**src/hdl/point_light_shade_core_macros.svh**
```systemverilog
// Assertion macros shared by the point light shading core.
`ifndef POINT_LIGHT_SHADE_CORE_MACROS_SVH
`define POINT_LIGHT_SHADE_CORE_MACROS_SVH

// Same-cycle implication, checked outside reset
`define PLS_ASSERT_IMPL(label, ante, cons) \
    label: assert property (@(posedge clk) disable iff (!rst_n) (ante) |-> (cons)) \
        else $error("pls check failed");

// Next-cycle implication, checked outside reset
`define PLS_ASSERT_NEXT(label, ante, cons) \
    label: assert property (@(posedge clk) disable iff (!rst_n) (ante) |=> (cons)) \
        else $error("pls check failed");

`endif

```
**src/hdl/pls_pkg.sv**
```systemverilog
// Shared widths and register codes for the point light shading core.
package pls_pkg;

    localparam int VEC_W  = 16;            // one packed lane
    localparam int COL_W  = 8;             // colour channel
    localparam int CFG_W  = 48;            // widest register
    localparam int S_W    = 34;            // squared distance
    localparam int R_W    = 17;            // distance, sqrt of S_W
    localparam int F_W    = 32;            // clamped dot product
    localparam int FC_W   = F_W + VEC_W;   // factor times light colour
    localparam int NUM_W  = FC_W + COL_W;  // full numerator
    localparam int DEN_W  = 51;            // denominator
    localparam int FRAC_SH = 28;           // final scale shift
    localparam int Q_W    = COL_W;         // quotient bits kept

    typedef enum logic [2:0] {
        REG_COLOR = 3'd0,
        REG_DIR   = 3'd1,
        REG_POS   = 3'd2,
        REG_KC    = 3'd3,
        REG_KL    = 3'd4,
        REG_KQ    = 3'd5
    } cfg_idx_t;

endpackage

```
**src/hdl/pls_sqrt_pipe.sv**
```systemverilog
// Pipelined integer square root, one result bit per stage, with payload.
module pls_sqrt_pipe
    import pls_pkg::*;
#(
    parameter int PAY_W = 8
)
(
    input  logic             clk,
    input  logic             rst_n,
    input  logic             en,
    input  logic             in_valid,
    input  logic [S_W-1:0]   in_s,
    input  logic [PAY_W-1:0] in_pay,
    output logic             out_valid,
    output logic [S_W-1:0]   out_s,
    output logic [R_W-1:0]   out_root,
    output logic [PAY_W-1:0] out_pay
);

    logic [R_W:1]     vld_reg;
    logic [S_W-1:0]   s_reg    [1:R_W];
    logic [S_W-1:0]   rem_reg  [1:R_W];
    logic [R_W-1:0]   root_reg [1:R_W];
    logic [PAY_W-1:0] pay_reg  [1:R_W];

    genvar g;
    generate
        for (g = 0; g < R_W; g++) begin : g_stage
            localparam int BIT = R_W - 1 - g;
            logic             cur_v;
            logic [S_W-1:0]   cur_s;
            logic [S_W-1:0]   cur_rem;
            logic [R_W-1:0]   cur_root;
            logic [PAY_W-1:0] cur_pay;
            logic [S_W:0]     trial;
            logic             take;

            if (g == 0) begin : g_src_in
                assign cur_v    = in_valid;
                assign cur_s    = in_s;
                assign cur_rem  = in_s;
                assign cur_root = '0;
                assign cur_pay  = in_pay;
            end
            else begin : g_src_reg
                assign cur_v    = vld_reg[g];
                assign cur_s    = s_reg[g];
                assign cur_rem  = rem_reg[g];
                assign cur_root = root_reg[g];
                assign cur_pay  = pay_reg[g];
            end

            // trial = 2*root*2^BIT + 2^(2*BIT)
            assign trial = ({{(S_W + 1 - R_W){1'b0}}, cur_root} << (BIT + 1))
                         | ({{S_W{1'b0}}, 1'b1} << (2 * BIT));
            assign take  = ({1'b0, cur_rem} >= trial);

            always_ff @(posedge clk or negedge rst_n)
            begin
                if (!rst_n)
                begin
                    vld_reg[g+1] <= 1'b0;
                end
                else if (en)
                begin
                    vld_reg[g+1] <= cur_v;
                end
            end

            always_ff @(posedge clk)
            begin
                if (en)
                begin
                    s_reg[g+1]   <= cur_s;
                    pay_reg[g+1] <= cur_pay;
                    if (take)
                    begin
                        rem_reg[g+1]  <= cur_rem - trial[S_W-1:0];
                        root_reg[g+1] <= cur_root | (R_W'(1) << BIT);
                    end
                    else
                    begin
                        rem_reg[g+1]  <= cur_rem;
                        root_reg[g+1] <= cur_root;
                    end
                end
            end
        end
    endgenerate

    assign out_valid = vld_reg[R_W];
    assign out_s     = s_reg[R_W];
    assign out_root  = root_reg[R_W];
    assign out_pay   = pay_reg[R_W];

endmodule

```
**config.mk**
```make
export PLATFORM = sky130hd
export DESIGN_NAME = pls_sqrt_pipe
export DESIGN_NICKNAME = d
export VERILOG_FILES = /design/src/hdl/point_light_shade_core_macros.svh /design/src/hdl/pls_pkg.sv /design/src/hdl/pls_sqrt_pipe.sv
export SDC_FILE = /design/constraint.sdc
export NUM_CORES = 1
export LEC_CHECK = 0
export BUFFER_PORTS_ARGS = -buffer_cell sky130_fd_sc_hd__buf_2
export CORE_MARGIN = 3
export CORE_UTILIZATION = 56
export CTS_CLUSTER_DIAMETER = 150
export DETAILED_ROUTE_END_ITERATION = 7
export PLACE_DENSITY = 0.75
export RECOVER_POWER = 50
export REMOVE_ABC_BUFFERS = 1
export SYNTH_ARGS = -nofsm -noshare
export SYNTH_HDL_FRONTEND = slang
export SYNTH_SLANG_ARGS = --single-unit
```
**constraint.sdc**
```tcl
create_clock -name clk -period 3.2 [get_ports clk]
set_input_delay 0.16 -clock clk [delete_from_list [all_inputs] [get_ports clk]]
set_output_delay 0.16 -clock clk [all_outputs]
set_load 0.01 [all_outputs]
```
==> reports/results.tsv <==
stage	metric	value	unit
run_status	outcome	finished with violations	
run_status	failing checks	negative setup slack	
final_layout	layout cell share with drive strength beyond 1	12.7	%
clock_tree	CTS tree	yes	
yosys	post-synthesis instance area	54900	um^2
critical_path	Worst Setup End Kind	register	
place	I/O Buffers	105	
routing	Routed Antenna Nets	0	
grt	first-pass GRT wire length	148000	um
yosys	Syn. warnings	0	
yosys	Synth Flop Type	edfxtp_1	
yosys	Synth Register Bits	1428	
clock_tree	Max clock buf depth	3	
grt	Global Route Usage Sum	18.5	%
critical_path	flop-to-flop setup slack	-0.02	ns
timing	Max Fclk	310	MHz
die	cell row count	114	
routing	number of remaining DRC errors	0	
routing	vias per inst	5.46	
routing	1st-iter DRT viols	2211	
timing	Tmin final	3.22	ns
pwr	power per unit of standard cell area	688	nW/um^2
routing	drt first pass iters	5	
yosys	Post-Synth Simple-Gate Area	7.02	%
clock_tree	CTS root buf	clkbuf_16	
final_layout	max reg flops	578	
yosys	ys async rst share	1.19	%
clock_tree	Worst-path clk slew	0.06	ns
pwr	maximum vdd ir drop	0.664	mV
yosys	Adder-Cell Fraction of Synth Area	3.80	%
worst_hold_path	Hold/Removal Path Class	input pin to register	
worst_hold_path	hold_sp	in_pay[7]	
timing	Setup Skew	0.0454	ns
die	I/O pin cnt	106	
yosys	Yosys top cell area share	77.2	%
die	die area	102000	um^2
die	die width	319	um
timing	Hold Slack	0.140	ns
final_layout	# diodes	0	
place	GPL Wtd Cong	0.944	
yosys	Seq/Total Area, Yosys	77.9	%
final_layout	final non-filler cell total	5043	
yosys	largest family of logic cells by synthesized area	simple AND/OR/NAND/NOR gates	
worst_hold_path	endpoint with the worst hold slack	pay_reg[0][15]	
timing	unrepaired setup endpoints after global routing	yes	
clock_tree	worst-skew pair later-pin latency	0.75	ns
critical_path	worst r2r src	rem_reg[3][130]	
critical_path	Startpoint Class	register	
timing	Worst Slack Setup Final	-0.0247	ns
final_layout	Area Overhead vs Synth	14.7	%
final_layout	Nets	3878	
yosys	post-synth cell types	71	
place	dpl hpwl	56900	um
final_layout	Filler cells	6491	
critical_path	Worst EP required	3.66	ns
worst_hold_path	worst hold stages	2	
yosys	Syn Area/Cell	16.6	um^2
timing	Tcrit/Tclk final	101	%
yosys	Compound-Gate Fraction of Synth Area	5.02	%
timing	Least-Margin Pin Slew	1.39	ns
yosys	xor/xnor share of the synthesized area	3.62	%
final_layout	commonest non-fill, non-tap cell in the layout	edfxtp_1	
final_layout	most frequent cells in the layout	edfxtp_1, inv_1, nand2_1	
place	Placed Cells	4735	
die	starting density of the core	56.6	%
grt	GR Overflow Total	0	
yosys	Post-synth EDFFs	1411	
routing	wire per inst	18.5	um
timing	Final Hold Viols	0	
clock_tree	CTS H-tree depth	4	
grt	vias in the first global route	28600	
clock_tree	CTS sink cnt	1428	
critical_path	worst-path maximum fanout	6	
die	Die Height	319	um
pwr	P_leak	22.8	nW
place	pre-CTS setup slack	-0.0887	ns
routing	Detailed Route WL	93400	um
grt	largest net degree at the start of global routing	200	
timing	max-slew violations	0	
routing	Via Count	27500	
critical_path	r2r endpoint	rem_reg[4][16]	
critical_path	critical path class	register to register	
yosys	synth top area cells	edfxtp_1, ha_1, xnor2_1, xor2_1, inv_1	
critical_path	Critical Path AT	3.69	ns
critical_path	Worst R2R Path Depth	6	
yosys	Synth area leader	edfxtp_1	
yosys	mux cell area share after synthesis	0.813	%
timing	worst relative slew slack	7.66	%
clock_tree	TritonCTS Buffers	141	
yosys	Syn Inst Count	3303	
timing	final setup violating endpoints	2	
run	max cap viols	0	
grt	initial antenna violation count	0	
die	core area	97000	um^2
## per-stage QoR
stage / power (mW) / setup TNS [ns] / util [%] / area (um^2)
floorplan: 26.2 / -7.00 / - / 54700
global placement: 27.6 / -0.0573 / 59.5 / 57700
detailed placement: 27.8 / -0.259 / 59.5 / 57700
CTS: 43.6 / -0.00105 / 64.6 / 62700
global route: 45.2 / -0.262 / 64.9 / 63000
finish: 43.4 / -0.0330 / 64.9 / 63000
## layout make-up
| cell class | count | area (um^2) | share of cell area, % |
|---|---|---|---|
| inverter | 208 | 781 | 1.24 |
| tap | 1276 | 1600 | 2.53 |
| sequential | 1428 | 42800 | 67.9 |
| clock buffer | 169 | 3680 | 5.84 |
| timing repair buffer | 272 | 1950 | 3.10 |
| multi-input combinational | 1614 | 11500 | 18.2 |
| clock inverter | 76 | 723 | 1.15 |
## kinds of logic after synthesis
family,after synthesis
fa+ha+maj,167
simple gates,735
buf+inv,261
flops,1428
mux,40
xor+xnor,227
compound gates,445
## worst max-delay path, stage by stage, from the launching register on
cell and delay (ns):
edfxtp_1 0.39, or3_4 0.41, or3_4 0.41, or3_4 0.34
or4b_4 0.50, or4_4 0.61, mux2_4 0.32
## worst max path at each step
stage                               start         endpoint  slack (ns)  cells after the start
final                     rem_reg[3][130]   rem_reg[4][16]       -0.02                      6
after global routing      rem_reg[3][130]   rem_reg[4][16]       -0.07                      6
after global placement    rem_reg[3][107]   rem_reg[4][27]       -0.05                     10
after CTS                 rem_reg[3][107]   rem_reg[4][27]      -0.001                     10
after detailed placement  rem_reg[3][106]   rem_reg[4][27]       -0.09                     10
after floorplan            rem_reg[1][58]  rem_reg[1][101]       -0.30                      9
## power breakdown
| group | leakage [nW] | internal, mW | switching, mW |
|---|---|---|---|
| sequential | 13.9 | 22.6 | 0.904 |
| combinational | 6.85 | 1.80 | 2.37 |
| clock | 2.14 | 8.83 | 6.86 |
## routing by layer
metal  routed length [um]  vias to the layer above  track usage, %
li1                     -                    13300               -
met1                34600                    13300            20.2
met4                 4360                        0            9.40
met5                    0                        -               0
met3                 3730                      256            3.37
met2                50700                      728            34.2
## cell usage after synthesis, types with 5 or more instances
library cell and number:
a2111oi_0 5, a211oi_1 12, a21boi_0 7, a21o_1 44, a21oi_1 124, a31oi_1 7
and2_1 7, and3_1 7, and4b_1 7, clkbuf_1 48, dfrtp_1 17, edfxtp_1 1411
ha_1 167, inv_1 207, mux2_2 29, mux2i_1 9, nand2_1 173, nand2b_1 34
nand3_1 30, nand3b_1 8, nand4_1 31, nand4b_1 8, nor2_1 151, nor2b_1 26
nor3_1 67, nor4_1 85, nor4b_1 19, o2111ai_1 7, o211ai_1 11, o21a_1 35
o21ai_0 133, o21bai_1 8, o31a_1 5, o31ai_1 16, or2_2 12, or3_1 31
or4_1 18, xnor2_1 120, xor2_1 107
## what timing repair did
action                     4_1_cts  5_1_grt
gates resized for setup         11       49
setup endpoints to repair       13       44
pin swaps                        7       13
hold buffers                    47        0
buffers inserted                 4       12
hold endpoints to repair       134        0
Power figures use the tool's default switching activity.
