[src/hdl/point_light_shade_core_macros.svh]
// Assertion macros shared by the point light shading core.
`ifndef POINT_LIGHT_SHADE_CORE_MACROS_SVH
`define POINT_LIGHT_SHADE_CORE_MACROS_SVH

// Same-cycle implication, checked outside reset
`define PLS_ASSERT_IMPL(label, ante, cons) \
    label: assert property (@(posedge clk) disable iff (!rst_n) (ante) |-> (cons)) \
        else $error("pls check failed");

// Next-cycle implication, checked outside reset
`define PLS_ASSERT_NEXT(label, ante, cons) \
    label: assert property (@(posedge clk) disable iff (!rst_n) (ante) |=> (cons)) \
        else $error("pls check failed");

`endif

[src/hdl/pls_pkg.sv]
// Shared widths and register codes for the point light shading core.
package pls_pkg;

    localparam int VEC_W  = 16;            // one packed lane
    localparam int COL_W  = 8;             // colour channel
    localparam int CFG_W  = 48;            // widest register
    localparam int S_W    = 34;            // squared distance
    localparam int R_W    = 17;            // distance, sqrt of S_W
    localparam int F_W    = 32;            // clamped dot product
    localparam int FC_W   = F_W + VEC_W;   // factor times light colour
    localparam int NUM_W  = FC_W + COL_W;  // full numerator
    localparam int DEN_W  = 51;            // denominator
    localparam int FRAC_SH = 28;           // final scale shift
    localparam int Q_W    = COL_W;         // quotient bits kept

    typedef enum logic [2:0] {
        REG_COLOR = 3'd0,
        REG_DIR   = 3'd1,
        REG_POS   = 3'd2,
        REG_KC    = 3'd3,
        REG_KL    = 3'd4,
        REG_KQ    = 3'd5
    } cfg_idx_t;

endpackage

[src/hdl/pls_div_pipe.sv]
// Pipelined restoring divider: three numerators over one scaled denominator.
module pls_div_pipe
    import pls_pkg::*;
(
    input  logic                        clk,
    input  logic                        rst_n,
    input  logic                        en,
    input  logic                        in_valid,
    input  logic [DEN_W-1:0]            in_den,
    input  logic [2:0][NUM_W-1:0]       in_num,
    output logic                        out_valid,
    output logic [2:0][COL_W-1:0]       out_chan
);

    localparam int CMP_W = DEN_W + FRAC_SH + Q_W + 1;

    logic [Q_W:1]                vld_reg;
    logic [DEN_W-1:0]            den_reg  [1:Q_W];
    logic                        zero_reg [1:Q_W];
    logic [2:0]                  sat_reg  [1:Q_W];
    logic [2:0][NUM_W-1:0]       rem_reg  [1:Q_W];
    logic [2:0][Q_W-1:0]         q_reg    [1:Q_W];

    genvar g, c;
    generate
        for (g = 0; g < Q_W; g++) begin : g_stage
            localparam int BIT = Q_W - 1 - g;
            logic                  cur_v;
            logic [DEN_W-1:0]      cur_den;
            logic                  cur_zero;
            logic [2:0]            cur_sat;
            logic [2:0][NUM_W-1:0] cur_rem;
            logic [2:0][Q_W-1:0]   cur_q;
            logic [CMP_W-1:0]      dsh;
            logic [2:0]            take;
            logic [2:0][NUM_W-1:0] nxt_rem;
            logic [2:0][Q_W-1:0]   nxt_q;

            if (g == 0) begin : g_src_in
                logic [CMP_W-1:0] dtop;
                assign dtop     = {{(Q_W + 1){1'b0}}, in_den, {FRAC_SH{1'b0}}} << Q_W;
                assign cur_v    = in_valid;
                assign cur_den  = in_den;
                assign cur_zero = (in_den == '0);
                assign cur_rem  = in_num;
                assign cur_q    = '0;
                // quotient of 2^Q_W or more saturates
                for (c = 0; c < 3; c++) begin : g_sat
                    assign cur_sat[c] =
                        ({{(CMP_W - NUM_W){1'b0}}, in_num[c]} >= dtop);
                end
            end
            else begin : g_src_reg
                assign cur_v    = vld_reg[g];
                assign cur_den  = den_reg[g];
                assign cur_zero = zero_reg[g];
                assign cur_sat  = sat_reg[g];
                assign cur_rem  = rem_reg[g];
                assign cur_q    = q_reg[g];
            end

            assign dsh = {{(Q_W + 1){1'b0}}, cur_den, {FRAC_SH{1'b0}}} << BIT;

            for (c = 0; c < 3; c++) begin : g_chan
                assign take[c]    = ({{(CMP_W - NUM_W){1'b0}}, cur_rem[c]} >= dsh);
                assign nxt_rem[c] = take[c] ? (cur_rem[c] - dsh[NUM_W-1:0]) : cur_rem[c];
                assign nxt_q[c]   = take[c] ? (cur_q[c] | (Q_W'(1) << BIT)) : cur_q[c];
            end

            always_ff @(posedge clk or negedge rst_n)
            begin
                if (!rst_n)
                begin
                    vld_reg[g+1] <= 1'b0;
                end
                else if (en)
                begin
                    vld_reg[g+1] <= cur_v;
                end
            end

            always_ff @(posedge clk)
            begin
                if (en)
                begin
                    den_reg[g+1]  <= cur_den;
                    zero_reg[g+1] <= cur_zero;
                    sat_reg[g+1]  <= cur_sat;
                    rem_reg[g+1]  <= nxt_rem;
                    q_reg[g+1]    <= nxt_q;
                end
            end
        end

        // zero denominator or large quotient gives full scale
        for (c = 0; c < 3; c++) begin : g_out
            assign out_chan[c] = (zero_reg[Q_W] || sat_reg[Q_W][c]) ? '1 : q_reg[Q_W][c];
        end
    endgenerate

    assign out_valid = vld_reg[Q_W];

endmodule

[config.mk]
export PLATFORM = sky130hd
export DESIGN_NAME = pls_div_pipe
export DESIGN_NICKNAME = d
export VERILOG_FILES = /design/src/hdl/point_light_shade_core_macros.svh /design/src/hdl/pls_pkg.sv /design/src/hdl/pls_div_pipe.sv
export SDC_FILE = /design/constraint.sdc
export NUM_CORES = 2
export LEC_CHECK = 0
export ABC_AREA = 1
export ABC_CLOCK_PERIOD_IN_PS = 2600
export BUFFER_PORTS_ARGS = -buffer_cell sky130_fd_sc_hd__buf_2
export CAP_MARGIN = 0
export CORE_ASPECT_RATIO = 1.5
export CORE_MARGIN = 2
export CORE_UTILIZATION = 31
export DETAILED_ROUTE_END_ITERATION = 8
export GPL_ROUTABILITY_DRIVEN = 0
export HOLD_SLACK_MARGIN = 0.05
export PLACE_DENSITY = 0.56
export SLEW_MARGIN = 10
export SYNTH_ARGS = -nofsm -noshare
export SYNTH_HDL_FRONTEND = slang
export SYNTH_SLANG_ARGS = --single-unit
[constraint.sdc]
create_clock -name clk -period 2.6 [get_ports clk]
set_input_delay 0.13 -clock clk [delete_from_list [all_inputs] [get_ports clk]]
set_output_delay 0.13 -clock clk [all_outputs]
set_load 0.01 [all_outputs]
==> results by group <==
Run status
  – Status: complete, but fails checks
  – Failing checks: setup timing

GRT
  – Initial antenna violation count: 18
  – Grt ovf: 0
  – Overall routing resource usage: 24.2%
  – First-pass GRT wire length: 581000 microns
  – Largest net degree at the start of global routing: 83
  – Vias in the first global route: 90800

Min path
  – Hold path cells: 2
  – Worst Hold Endpoint: den_reg[0][97]
  – Hold Path Origin: in_den[46]
  – Min-Delay Path Class: in2reg

Floorplanning
  – Core ar.: 324000 sq um
  – Die area: 329000 sq um
  – Die span in y: 702 microns
  – Die Width: 469 microns
  – Initial Utilization: 31.1%
  – I/O pin total: 248
  – # rows: 256

Placement
  – Placed inst area: 123000 sq um
  – Post-detail-place hpwl: 339000 microns
  – I/O Buffers: 247

Logic synthesis
  – Average size of a mapped cell: 8.71 sq um
  – Synth Register Bits: 1681
  – Post-synth net total: 12400
  – Post-Synth XOR/XNOR Area: 2.61%
  – Netlist cell types: 57
  – Post-Synth Adder-Cell Area: 8.48%
  – Proportion of synthesized area in mux cells: 0%
  – Cells after synthesis: 11600
  – Mapped cell area: 101000 sq um
  – Compound-Gate Fraction of Synth Area: 5.62%
  – Synth warn: 0
  – Synth Area in Simple Gates: 26.7%
  – Seq/Total Area, Yosys: 50.2%
  – Largest family of logic cells by synthesized area: simple AND/OR/NAND/NOR gates

Flow run
  – Max-Cap Viols: 0

STA
  – Worst slew pin tran: 871 ps
  – Period utilisation layout: 104%
  – Fmax: 371 MHz
  – Slew HR: 41.3%
  – RSZ-0062 raised after global routing: yes
  – Final Critical Period: 2690 ps
  – Hold Vio Cnt, Final: 0
  – Hold_ws: 73.8 ps
  – Setup TNS: -2980 ps
  – PnR worst setup slack: -93.8 ps
  – Final setup fails: 82
  – Final slew viol count: 0
  – Clock Skews: 89.7 ps

Worst setup path
  – Crit path launch type: register
  – R2R Path Start: den_reg[0][173]
  – Cells on worst reg2reg path: 14
  – Worst flop-to-flop path endpoint: rem_reg[0][717]
  – Kind of critical path: reg2reg
  – Critical path data arrival time: 3240 ps
  – CP max FO: 16
  – Worst R2R Setup Slack: -90 ps
  – Worst Path Required: 3150 ps
  – Worst Setup End Kind: register

Layout
  – Final Net Count: 15200
  – Area of the multi-input gates: 46800 sq um
  – Max reg flops: 1176
  – Design area: 137000 sq um
  – Area Growth Syn to Fin: 35.8%
  – Layout cells sized above 1: 23.0%
  – FILL cells: 31700
  – Area taken by flip-flops and latches: 50400 sq um

Route
  – Final ANT Viol Nets: 0
  – Drt pass-1 iters: 8
  – Initial drt markers: 6562
  – Vias: 92000
  – Post-DR vias/cell: 4.93
  – Post-route DRC: 0
  – Final wirelength: 411000 microns
  – Wire per inst: 22.1 microns

Clocking
  – CTS tree: built
  – CTS clk-pin slew, worst paths: 70 ps
  – CTS max path bufs: 4
  – Worst skew pair latency: 850 ps
  – CTS buffer count: 165
  – Num Clock Sinks: 1681
  – Clock Tree Root: clkbuf_16
  – H-Tree Depth: 4

Pwr
  – Leak: 61.0 nW
  – Pwr Total: 74.5 mW
  – Peak supply drop: 0.000508 V
  – Pwr dens: 545 nW/um^2
[layer usage]
layer  vias to the layer above  global-route usage, %  part of all wire (%)
met5                         -                      0                0.0032
met4                         2                   25.5                    13
met3                      1545                   3.01                   4.4
met2                      3295                   43.5                    50
met1                     42400                   22.9                    32
li1                      44700                      -                     -
[worst max-delay path, cell delays in order, from the launching register on]
cell	delay, ps
edfxtp_1	390
clkinvlp_4	270
buf_6	220
buf_4	130
ha_4	290
nand2_8	100
nor2_4	110
nand2_2	70
nor2_4	280
nand2_2	90
nand3_2	80
nand2_2	60
buf_12	150
nand3_1	80
nand2_1	90
[worst max path at each step]
stage,from,cells after the start,to
2_1_floorplan,den_reg[0][306],12,rem_reg[0][1287]
3_3_place_gp,den_reg[0][52],14,rem_reg[0][426]
3_5_place_dp,rem_reg[0][1039],11,rem_reg[0][1216]
4_1_cts,den_reg[0][280],14,rem_reg[0][1057]
5_1_grt,den_reg[0][309],12,rem_reg[0][1317]
6_report,den_reg[0][173],14,rem_reg[0][717]
[kinds of logic after synthesis]
group,Yosys count
AOI/OAI and AO/OA,1061
xor gates and xnor gates,300
adders and majority gates,669
buffers and inverters,1657
DFF,1681
and+or+nand+nor,6182
[layout by cell type, fill, tap and decap left out, drive strengths merged, types with 26 or more instances in the layout]
| cell | count |
|---|---|
| nand2 | 3244 |
| nor2 | 1228 |
| a21o | 37 |
| clkbuf | 195 |
| nand3 | 708 |
| xnor2 | 81 |
| clkinv | 63 |
| buf | 2331 |
| clkinvlp | 38 |
| nand3b | 55 |
| nand4 | 646 |
| a21oi | 592 |
| o21bai | 59 |
| nor4 | 51 |
| nor3 | 187 |
| edfxtp | 1673 |
| xor2 | 219 |
| inv | 1537 |
| ha | 648 |
| or2 | 26 |
| dlygate4sd3 | 301 |
| o21ai | 330 |
[area by class of cell]
cell class,instances,area share (%)
timing repair buffer,2640,16.6
timing repair inverter,1,0.00550
clock buffer,188,3.12
clock inverter,101,0.738
inverter,1554,4.38
multi-input combinational,8216,34.3
tap,4257,3.90
antenna,18,0.0330
sequential,1681,36.9
[repair_timing]
action / 4_1_cts / 5_1_grt
pin swaps: 56 / 150
buffers inserted: 68 / 83
gates resized for setup: 330 / 533
cloned: 12 / 12
endpoints found under the hold margin: 535 / 0
hold buffers: 301 / 0
setup endpoints to repair: 401 / 468
[cell usage after synthesis, drive strengths merged]
cell type | instances | share of area, %
buf | 63 | 0.45
or2 | 26 | 0.16
inv | 1554 | 5.8
nor2b | 1 | 0.0062
and3 | 6 | 0.037
xnor2 | 81 | 0.71
edfxtp | 1673 | 50
o31ai | 4 | 0.030
o21bai | 59 | 0.44
nor3b | 1 | 0.0075
a21boi | 21 | 0.16
nand3b | 55 | 0.44
or3 | 3 | 0.019
and2 | 23 | 0.14
nand2b | 5 | 0.031
dfrtp | 8 | 0.20
ha | 648 | 8.1
nor4b | 2 | 0.017
o21a | 11 | 0.082
clkbuf | 40 | 0.15
nor3 | 187 | 0.98
nand4 | 646 | 4.0
nor4 | 51 | 0.32
fa | 21 | 0.42
nand3 | 704 | 3.7
a21oi | 592 | 2.9
a21o | 37 | 0.28
xor2 | 219 | 1.9
a31oi | 4 | 0.025
o22ai | 1 | 0.0062
a211oi | 2 | 0.015
o21ai | 330 | 1.6
nand2 | 3244 | 12
nor2 | 1228 | 4.7
[through the flow]
stage                     instances  util, %  worst slack (ps)
final                         18700     42.2             -93.8
after global routing          18600     42.2              -132
after CTS                     18500     41.2             -50.1
after detailed placement      17900     37.9              -724
after global placement        17900     37.9              -660
after floorplan               11600        -               273
[power by group]
| group | total (mW) | switching [mW] | internal [mW] | leakage [nW] |
|---|---|---|---|---|
| registers | 33.1 | 1.27 | 31.8 | 16.5 |
| logic | 17.3 | 9.88 | 7.43 | 42.0 |
| clock network | 24.1 | 10.5 | 13.6 | 2.57 |
| total | 74.5 | 21.7 | 52.8 | 61.0 |
No activity file was read; power rests on OpenSTA's default activity.
